`src/rtl/core/ubxfp_pkg.sv`:
```
`timescale 1ns / 1ps
`default_nettype none

package ubxfp_pkg;

  localparam logic [7:0]  SYNC_CHAR_1           = 8'hB5;
  localparam logic [7:0]  SYNC_CHAR_2           = 8'h62;
  localparam logic [15:0] MAX_LENGTH_RESET      = 16'd93;
  localparam int          PAYLOAD_BYTES_DEFAULT = 128;
  localparam int          QUEUE_DEPTH           = 2;

  typedef enum logic {
    OP_RECV = 1'b0,
    OP_READ = 1'b1
  } op_t;

  // One classified item on its way from the front queue to the back end
  typedef struct packed {
    op_t        op;
    logic [7:0] data;
    logic [6:0] offset;
    logic [2:0] nbytes;   // 0 to 4 bytes after clamping
    logic       sgn;
  } cmd_t;

endpackage

`default_nettype wire

```
`src/rtl/core/ubxfp_front.sv`:
```
`timescale 1ns / 1ps
`default_nettype none

module ubxfp_front (
  input  wire logic            clk,
  input  wire logic            rst,
  input  wire logic            in_valid,
  output logic                 in_stall,
  input  wire logic            op,
  input  wire logic [7:0]      in_byte,
  input  wire logic [6:0]      field_offset,
  input  wire logic [2:0]      field_size,
  input  wire logic            field_signed,
  output logic                 cmd_valid,
  output ubxfp_pkg::cmd_t      cmd,
  input  wire logic            cmd_pop
);
  import ubxfp_pkg::*;

  localparam int PW = (QUEUE_DEPTH > 1) ? $clog2(QUEUE_DEPTH) : 1;
  localparam int NW = $clog2(QUEUE_DEPTH + 1);

  cmd_t          entry [QUEUE_DEPTH];
  logic [PW-1:0] wr_ptr;
  logic [PW-1:0] rd_ptr;
  logic [NW-1:0] count;
  cmd_t          classified;
  logic          push;
  logic          pop;

  always_comb begin
    classified.op     = op ? OP_READ : OP_RECV;
    classified.data   = in_byte;
    classified.offset = field_offset;
    classified.sgn    = field_signed;
    // clamp odd sizes: nothing for zero, four bytes beyond four
    priority if (field_size == 3'd0) begin
      classified.nbytes = 3'd0;
    end else if (field_size > 3'd4) begin
      classified.nbytes = 3'd4;
    end else begin
      classified.nbytes = field_size;
    end
  end

  assign in_stall  = (count == NW'(QUEUE_DEPTH));
  assign push      = in_valid && !in_stall;
  assign pop       = cmd_pop;
  assign cmd_valid = (count != '0);
  assign cmd       = entry[rd_ptr];

  always_ff @(posedge clk) begin
    if (push) begin
      entry[wr_ptr] <= classified;
    end
  end

  always_ff @(posedge clk) begin
    if (rst) begin
      wr_ptr <= '0;
      rd_ptr <= '0;
      count  <= '0;
    end else begin
      if (push) begin
        wr_ptr <= (wr_ptr == PW'(QUEUE_DEPTH - 1)) ? '0 : wr_ptr + 1'b1;
      end
      if (pop) begin
        rd_ptr <= (rd_ptr == PW'(QUEUE_DEPTH - 1)) ? '0 : rd_ptr + 1'b1;
      end
      if (push && !pop) begin
        count <= count + 1'b1;
      end else if (pop && !push) begin
        count <= count - 1'b1;
      end
    end
  end

  a_count_bound: assert property (@(posedge clk) disable iff (rst)
    count <= NW'(QUEUE_DEPTH))
    else $error("queue count beyond depth");

  a_no_pop_empty: assert property (@(posedge clk) disable iff (rst)
    pop |-> count != '0)
    else $error("pop from empty queue");

  a_fill: assert property (@(posedge clk) disable iff (rst)
    push && !pop |=> count == $past(count) + 1'b1)
    else $error("queue count did not follow a push");

endmodule

`default_nettype wire

```
`src/rtl/core/ubxfp_back.sv`:
```
`timescale 1ns / 1ps
`default_nettype none

module ubxfp_back #(
  parameter int PAYLOAD_BYTES = ubxfp_pkg::PAYLOAD_BYTES_DEFAULT
) (
  input  wire logic               clk,
  input  wire logic               rst,
  input  wire logic               cmd_valid,
  input  wire ubxfp_pkg::cmd_t    cmd,
  output logic                    cmd_pop,
  input  wire logic [15:0]        max_length,
  output logic                    out_valid,
  input  wire logic               out_stall,
  output logic                    frame_good,
  output logic [7:0]              msg_class,
  output logic [7:0]              msg_id,
  output logic [15:0]             msg_length,
  output logic signed [32:0]      field_value
);
  import ubxfp_pkg::*;

  localparam int ROWS = (PAYLOAD_BYTES + 3) / 4;
  localparam int RW   = $clog2(ROWS);
  localparam int CW   = $clog2(PAYLOAD_BYTES + 1);

  typedef enum logic [3:0] {
    ST_IDLE, ST_SYNC1, ST_SYNC2, ST_CLASS, ST_ID, ST_LEN1, ST_BODY, ST_CKA, ST_CKB
  } state_t;

  state_t          st;
  logic [7:0]      hdr_class;
  logic [7:0]      hdr_id;
  logic [15:0]     hdr_length;
  logic [7:0]      sum_a;
  logic [7:0]      sum_b;
  logic [CW-1:0]   byte_count;

  logic            adv;
  logic            take;
  logic            rd;
  logic [7:0]      b;
  logic [7:0]      sum_a_next;
  logic [7:0]      sum_b_next;
  logic [15:0]     length_next;
  logic [CW-1:0]   count_next;
  logic            count_fits;
  logic            wr_en;
  logic [RW-1:0]   wr_row;
  logic [1:0]      wr_lane;

  logic [3:0][RW-1:0] rd_row;
  logic [3:0]         in_range;

  // second stage: read data and field description
  logic               s2_valid;
  logic               s2_good;
  logic               s2_read;
  logic [1:0]         s2_lane;
  logic [2:0]         s2_nbytes;
  logic               s2_sgn;
  logic [3:0]         s2_in_range;
  logic [3:0][7:0]    rd_word;

  logic [31:0]        rotated;
  logic [31:0]        raw;
  logic signed [32:0] fv;
  logic               ext;

  assign adv     = !out_valid || !out_stall;
  assign cmd_pop = adv && cmd_valid;
  assign take    = cmd_pop && (cmd.op == OP_RECV);
  assign rd      = cmd_pop && (cmd.op == OP_READ);
  assign b       = cmd.data;

  assign sum_a_next  = sum_a + b;
  assign sum_b_next  = sum_b + sum_a_next;
  assign length_next = {b, hdr_length[7:0]};
  assign count_next  = byte_count + 1'b1;
  assign count_fits  = byte_count < CW'(PAYLOAD_BYTES);

  assign wr_en   = take && (st == ST_BODY) && count_fits;
  assign wr_row  = RW'(byte_count >> 2);
  assign wr_lane = byte_count[1:0];

  always_comb begin
    logic [1:0] dk;
    logic [7:0] addr;
    for (int j = 0; j < 4; j++) begin
      dk          = 2'(j) - cmd.offset[1:0];
      addr        = {1'b0, cmd.offset} + {6'b0, dk};
      rd_row[j]   = RW'(addr[7:2]);
      addr        = {1'b0, cmd.offset} + 8'(j);
      in_range[j] = 32'(addr) < PAYLOAD_BYTES;
    end
  end

  // four byte-wide banks, one per address lane; any 4-byte window hits each once
  for (genvar j = 0; j < 4; j++) begin : g_bank
    logic [7:0] mem [ROWS];

    always_ff @(posedge clk) begin
      if (wr_en && (wr_lane == 2'(j))) begin
        mem[wr_row] <= b;
      end
      if (rd) begin
        rd_word[j] <= mem[rd_row[j]];
      end
    end
  end

  always_ff @(posedge clk) begin
    if (rst) begin
      st         <= ST_IDLE;
      hdr_class  <= '0;
      hdr_id     <= '0;
      hdr_length <= '0;
      sum_a      <= '0;
      sum_b      <= '0;
      byte_count <= '0;
      s2_valid   <= 1'b0;
      s2_good    <= 1'b0;
    end else if (adv) begin
      s2_valid <= cmd_valid;
      s2_good  <= 1'b0;
      if (take) begin
        unique case (st)
          ST_IDLE: begin
            if (b == SYNC_CHAR_1) st <= ST_SYNC1;
          end
          ST_SYNC1: begin
            if (b == SYNC_CHAR_2) begin
              st    <= ST_SYNC2;
              sum_a <= '0;
              sum_b <= '0;
            end else begin
              st <= ST_IDLE;
            end
          end
          ST_SYNC2: begin
            hdr_class <= b;
            sum_a     <= sum_a_next;
            sum_b     <= sum_b_next;
            st        <= ST_CLASS;
          end
          ST_CLASS: begin
            hdr_id <= b;
            sum_a  <= sum_a_next;
            sum_b  <= sum_b_next;
            st     <= ST_ID;
          end
          ST_ID: begin
            hdr_length <= {8'h00, b};
            sum_a      <= sum_a_next;
            sum_b      <= sum_b_next;
            st         <= ST_LEN1;
          end
          ST_LEN1: begin
            hdr_length <= length_next;
            if (length_next < max_length) begin
              sum_a      <= sum_a_next;
              sum_b      <= sum_b_next;
              byte_count <= '0;
              st         <= (length_next == '0) ? ST_CKA : ST_BODY;
            end else begin
              st <= ST_IDLE;
            end
          end
          ST_BODY: begin
            if (count_fits) begin
              sum_a      <= sum_a_next;
              sum_b      <= sum_b_next;
              byte_count <= count_next;
              if (16'(count_next) == hdr_length) st <= ST_CKA;
            end else begin
              // overrun: drop the frame
              st <= ST_IDLE;
            end
          end
          ST_CKA: begin
            st <= (b == sum_a) ? ST_CKB : ST_IDLE;
          end
          ST_CKB: begin
            s2_good <= (b == sum_b);
            st      <= ST_IDLE;
          end
          default: begin
            st <= ST_IDLE;
          end
        endcase
      end
    end
  end

  always_ff @(posedge clk) begin
    if (adv) begin
      s2_read     <= rd;
      s2_lane     <= cmd.offset[1:0];
      s2_nbytes   <= cmd.nbytes;
      s2_sgn      <= cmd.sgn;
      s2_in_range <= in_range;
    end
  end

  // bring the lane holding the first field byte down to bits 7:0
  assign rotated = 32'({rd_word, rd_word} >> {s2_lane, 3'b000});

  always_comb begin
    for (int k = 0; k < 4; k++) begin
      raw[8*k +: 8] = (s2_in_range[k] && (3'(k) < s2_nbytes)) ? rotated[8*k +: 8] : 8'h00;
    end
    ext = 1'b0;
    fv  = '0;
    unique case (s2_nbytes)
      3'd1: begin
        ext = s2_sgn && raw[7];
        fv  = {{25{ext}}, raw[7:0]};
      end
      3'd2: begin
        ext = s2_sgn && raw[15];
        fv  = {{17{ext}}, raw[15:0]};
      end
      3'd3: begin
        ext = s2_sgn && raw[23];
        fv  = {{9{ext}}, raw[23:0]};
      end
      3'd4: begin
        ext = s2_sgn && raw[31];
        fv  = {ext, raw};
      end
      default: begin
        fv = '0;
      end
    endcase
  end

  // header registers hold the state after the second-stage item here
  always_ff @(posedge clk) begin
    if (rst) begin
      out_valid <= 1'b0;
    end else if (adv) begin
      out_valid <= s2_valid;
    end
  end

  always_ff @(posedge clk) begin
    if (adv) begin
      frame_good  <= s2_good;
      msg_class   <= hdr_class;
      msg_id      <= hdr_id;
      msg_length  <= hdr_length;
      field_value <= s2_read ? fv : '0;
    end
  end

  a_good_no_field: assert property (@(posedge clk) disable iff (rst)
    out_valid && frame_good |-> field_value == '0)
    else $error("good frame word carries a field value");

  a_body_count: assert property (@(posedge clk) disable iff (rst)
    st == ST_BODY |-> hdr_length > 16'(byte_count))
    else $error("payload count reached length without leaving body");

  a_ckb_done: assert property (@(posedge clk) disable iff (rst)
    take && st == ST_CKB |=> st == ST_IDLE)
    else $error("parser did not return to idle after checksum");

endmodule

`default_nettype wire

```
`src/rtl/core/ubx_frame_parser.sv`:
```
`timescale 1ns / 1ps
`default_nettype none

// UBX frame receiver with payload field reader. Each word is either a stream
// byte (op 0) or a little-endian field read of up to 4 payload bytes (op 1).
// One word is taken per cycle while the output is not stalled; a result passes
// through the input queue, the second-stage registers and the output registers.
// A short input queue feeds the parser, and the payload store is four byte-wide
// banks so a whole field is read in one access, with a single read port per bank.
// Nothing needs clearing after reset, and max_length may be written whenever idle.
module ubx_frame_parser #(
  parameter int PAYLOAD_BYTES = ubxfp_pkg::PAYLOAD_BYTES_DEFAULT
) (
  input  wire logic               clk,
  input  wire logic               rst,
  input  wire logic               in_valid,
  output logic                    in_stall,
  input  wire logic               op,
  input  wire logic [7:0]         in_byte,
  input  wire logic [6:0]         field_offset,
  input  wire logic [2:0]         field_size,
  input  wire logic               field_signed,
  output logic                    out_valid,
  input  wire logic               out_stall,
  output logic                    frame_good,
  output logic [7:0]              msg_class,
  output logic [7:0]              msg_id,
  output logic [15:0]             msg_length,
  output logic signed [32:0]      field_value,
  input  wire logic               cfg_valid,
  output logic                    cfg_ready,
  input  wire logic [15:0]        cfg_max_length
);
  import ubxfp_pkg::*;

  logic        cmd_valid;
  cmd_t        cmd;
  logic        cmd_pop;
  logic [15:0] max_length;

  assign cfg_ready = 1'b1;

  always_ff @(posedge clk) begin
    if (rst) begin
      max_length <= MAX_LENGTH_RESET;
    end else if (cfg_valid && cfg_ready) begin
      max_length <= cfg_max_length;
    end
  end

  ubxfp_front u_front (
    .clk          (clk),
    .rst          (rst),
    .in_valid     (in_valid),
    .in_stall     (in_stall),
    .op           (op),
    .in_byte      (in_byte),
    .field_offset (field_offset),
    .field_size   (field_size),
    .field_signed (field_signed),
    .cmd_valid    (cmd_valid),
    .cmd          (cmd),
    .cmd_pop      (cmd_pop)
  );

  ubxfp_back #(
    .PAYLOAD_BYTES (PAYLOAD_BYTES)
  ) u_back (
    .clk         (clk),
    .rst         (rst),
    .cmd_valid   (cmd_valid),
    .cmd         (cmd),
    .cmd_pop     (cmd_pop),
    .max_length  (max_length),
    .out_valid   (out_valid),
    .out_stall   (out_stall),
    .frame_good  (frame_good),
    .msg_class   (msg_class),
    .msg_id      (msg_id),
    .msg_length  (msg_length),
    .field_value (field_value)
  );

endmodule

`default_nettype wire

```
`config.mk`:
```
export PLATFORM = sky130hd
export DESIGN_NAME = ubx_frame_parser
export DESIGN_NICKNAME = d
export VERILOG_FILES = /design/src/rtl/core/ubxfp_pkg.sv /design/src/rtl/core/ubxfp_front.sv /design/src/rtl/core/ubxfp_back.sv /design/src/rtl/core/ubx_frame_parser.sv
export SDC_FILE = /design/constraint.sdc
export NUM_CORES = 2
export LEC_CHECK = 0
export BUFFER_PORTS_ARGS = -buffer_cell sky130_fd_sc_hd__buf_2
export CORE_MARGIN = 2
export CORE_UTILIZATION = 60
export CTS_BUF_LIST = sky130_fd_sc_hd__clkbuf_8
export CTS_CLUSTER_SIZE = 14
export DETAILED_ROUTE_END_ITERATION = 7
export GPL_TIMING_DRIVEN = 1
export PLACE_DENSITY = 0.87
export REMOVE_ABC_BUFFERS = 1
export SLEW_MARGIN = 10
export SYNTH_ARGS = -nofsm -noshare
export SYNTH_HDL_FRONTEND = slang
export SYNTH_SLANG_ARGS = --single-unit
```
`constraint.sdc`:
```
create_clock -name clk -period 7.5 [get_ports clk]
set_clock_uncertainty 0.05 [all_clocks]
set_input_delay 1.875 -clock clk [delete_from_list [all_inputs] [get_ports clk]]
set_output_delay 1.875 -clock clk [all_outputs]
set_load 0.02 [all_outputs]
```
==> results_dict.tcl <==
set metrics [dict create \
    final_max_slew_viol_count 0 \
    slew_headroom_pct 13.17 \
    portBuffers 108 \
    root_buffer "clkbuf_8" \
    synth_top_family_by_area "simple AND/OR/NAND/NOR gates" \
    end_kind "flip-flop" \
    die_x_um 297.0 \
    cts_hold_buffers 0 \
    fin_area_mm2 0.05673 \
    yosysMostFrequentCell "edfxtp_1" \
    ios 110 \
    gr-total-overflow 0 \
    synth_xor_area_share_pct 0.8960 \
    min_path_type "flip-flop to flip-flop" \
    critPathArrivalTime_ps 5450 \
    worstMarginPinSlew_ps 1301 \
    synthesis.area_mm2 0.05153 \
    vdd_ir_drop_max_uv 366.6 \
    cp_data_required_time_ps 8040 \
    syn-instance-count 3653 \
    numClockSinks 1256 \
    setup-tns-final_ps 0 \
    worstSetupStartpointType "flip-flop" \
    totalPowerFinal_mw 20.96 \
    synthDistinctLibCells 74 \
    muxShareOfSynthArea_pct 7.193 \
    yosys.area_share.simple_pct 12.19 \
    ant_nets 0 \
    cts_tree "done" \
    critical_path_class "flip-flop to flip-flop" \
    cts.repair.resized 0 \
    syn_to_final_growth_pct 10.11 \
    num_vias 34110 \
    core_mm2 0.08515 \
    yosysTopAreaCell "edfxtp_1" \
    violations "DRC" \
    grt_antenna_before_repair 7 \
    yosysWarnings 0 \
    status "finished, violations left" \
    synth_edf_count 1172 \
    cts-buffers-inserted 183 \
    hpwl_mm 85.00 \
    yosys.area_share.adder_pct 0.9762 \
    post_cts_buffers 0 \
    drive_above_1_share_pct 14.85 \
    clockBufferDepth 3 \
    start_util_pct 60.51 \
    finalSetupViolCount 0 \
    hold_viol_final 0 \
    post-route-util_pct 66.63 \
    drt-pass1-iter-count 8 \
    fmaxAchievable_mhz 203.9 \
    grt_max_degree 85 \
    cellPowerDensity_mw_per_mm2 369.4 \
    synth-main-ff-cell "edfxtp_1" \
    drt_iter0_drc 6165 \
    die_area_mm2 0.08824 \
    power_leakage_nw 19.49 \
    fp.dieH_um 297.0 \
    rsz0062_at_grt "false" \
    drt-vias-per-instance 6.714 \
    avgSynthCellArea_um2 14.11 \
    ys_seq_area_share_pct 71.57 \
    clkLatencyLatePin_ps 870 \
    grt_pass1_wl_mm 207.1 \
    fillers 5458 \
    fin_crit_sh_pct 65.38 \
    path_max_fanout 41 \
    synth_commonest_cells "edfxtp_1, nand2_1, nand3_1, nor2_1, a21oi_1" \
    synth_compound_area_share_pct 5.107 \
    dpl-instance-area_mm2 0.05311 \
    gp_congestion 0.9358 \
    ys_async_sr_fraction_pct 0 \
    period_needed_ps 4904 \
    wirelength_mm 141.4 \
    grt_pass1_vias 32870 \
    synth-seq-cells 1256 \
    synth.area.top_cells "edfxtp_1, nand2_1, mux4_2" \
    maxCapViolCount 0 \
    drc 1 \
    track_usage_pct 31.74 \
    num_rows 107 \
    synth_top_area_share_pct 68.30 \
    cts.htree.levels 4 \
    wl_per_cell_um 27.83 \
    nets 3855 \
    clk_pin_slew_ps 60 \
]
## logic make-up (layout without fill, tap and decap cells)
| group | Yosys count | in the layout |
|---|---|---|
| other | 1 | 12 |
| AO/OA/AOI/OAI | 389 | 389 |
| XOR/XNOR | 51 | 51 |
| buffers and inverters | 256 | 529 |
| adder cells (fa/ha/maj) | 39 | 39 |
| flip-flops | 1256 | 1256 |
| AND/OR/NAND/NOR | 1451 | 1451 |
| multiplexers | 210 | 210 |
## worst paths after layout
| path | start | end | slack (ps) | cells past startpoint |
|---|---|---|---|---|
| max reg2reg | flip-flop | u_back.rd_word[18] | 2600 | 9 |
| min | u_back.hdr_class[1] | u_back.msg_class[1] | 380 | 0 |
| min reg2reg | u_back.hdr_class[1] | u_back.msg_class[1] | 380 | 0 |
| max | flip-flop | u_back.rd_word[18] | 2600 | 9 |
## sequential cells by signal, indices dropped and copies added (netlist names), 16 cells and up, named ones only
register and flops:
max_length 16, u_back.field_value 33, u_back.g_bank.mem 1024, u_back.hdr_length 16, u_back.msg_length 16, u_back.rd_word 32
u_front.entry 40
## cell usage in the layout (no fill, tap or decap), types with 55 or more instances in the layout
cell	instances
edfxtp_1	1172
nand2_1	761
nand3_1	250
nor2_1	229
clkbuf_8	184
a21oi_1	171
mux4_2	121
buf_2	108
dfxtp_1	83
inv_1	70
and3_1	69
a311oi_1	63
clkinv_1	55
## metal layers
metal	global-route usage, %	wire length (µm)	up-vias
met5	0	25	-
met4	17.50	8541	4
met3	10.82	22290	622
met2	47.49	63430	3320
met1	41.16	47120	16150
li1	-	-	14020
## layout make-up
cell class	instances	area (µm²)	share of cell area (%)
clock buffer	184	2532	4.464
sequential	1256	36880	65.00
timing repair buffer	154	898.4	1.583
inverter	39	166.4	0.2933
antenna	11	27.53	0.04852
clock inverter	152	1069	1.883
multi-input combinational	2141	13730	24.21
tap	1144	1431	2.523
## where the power goes
group	internal, mW	total [mW]	switching [mW]
Clock	2.72	5.43	2.72
Sequential	8.58	8.82	0.236
Combinational	2.16	6.70	4.54
## through the flow
stage          worst slack [ps]  cells  hold slack, ps
2_1_floorplan             -2138   3436           357.9
3_3_place_gp               2092   4734           360.3
3_5_place_dp               1969   4734           367.6
4_1_cts                    2785   5070           380.9
5_1_grt                    2420   5071           393.3
6_report                   2596   5081           379.8
## critical path: stages (launching register included)
cell and delay (ps):
dfxtp_2 340, buf_4 540, mux2i_4 350, inv_2 220, ha_2 1140, inv_1 710, nand2_1 390, a21oi_1 70
o41ai_1 610, nor3_1 100
Power figures use the tool's default switching activity.
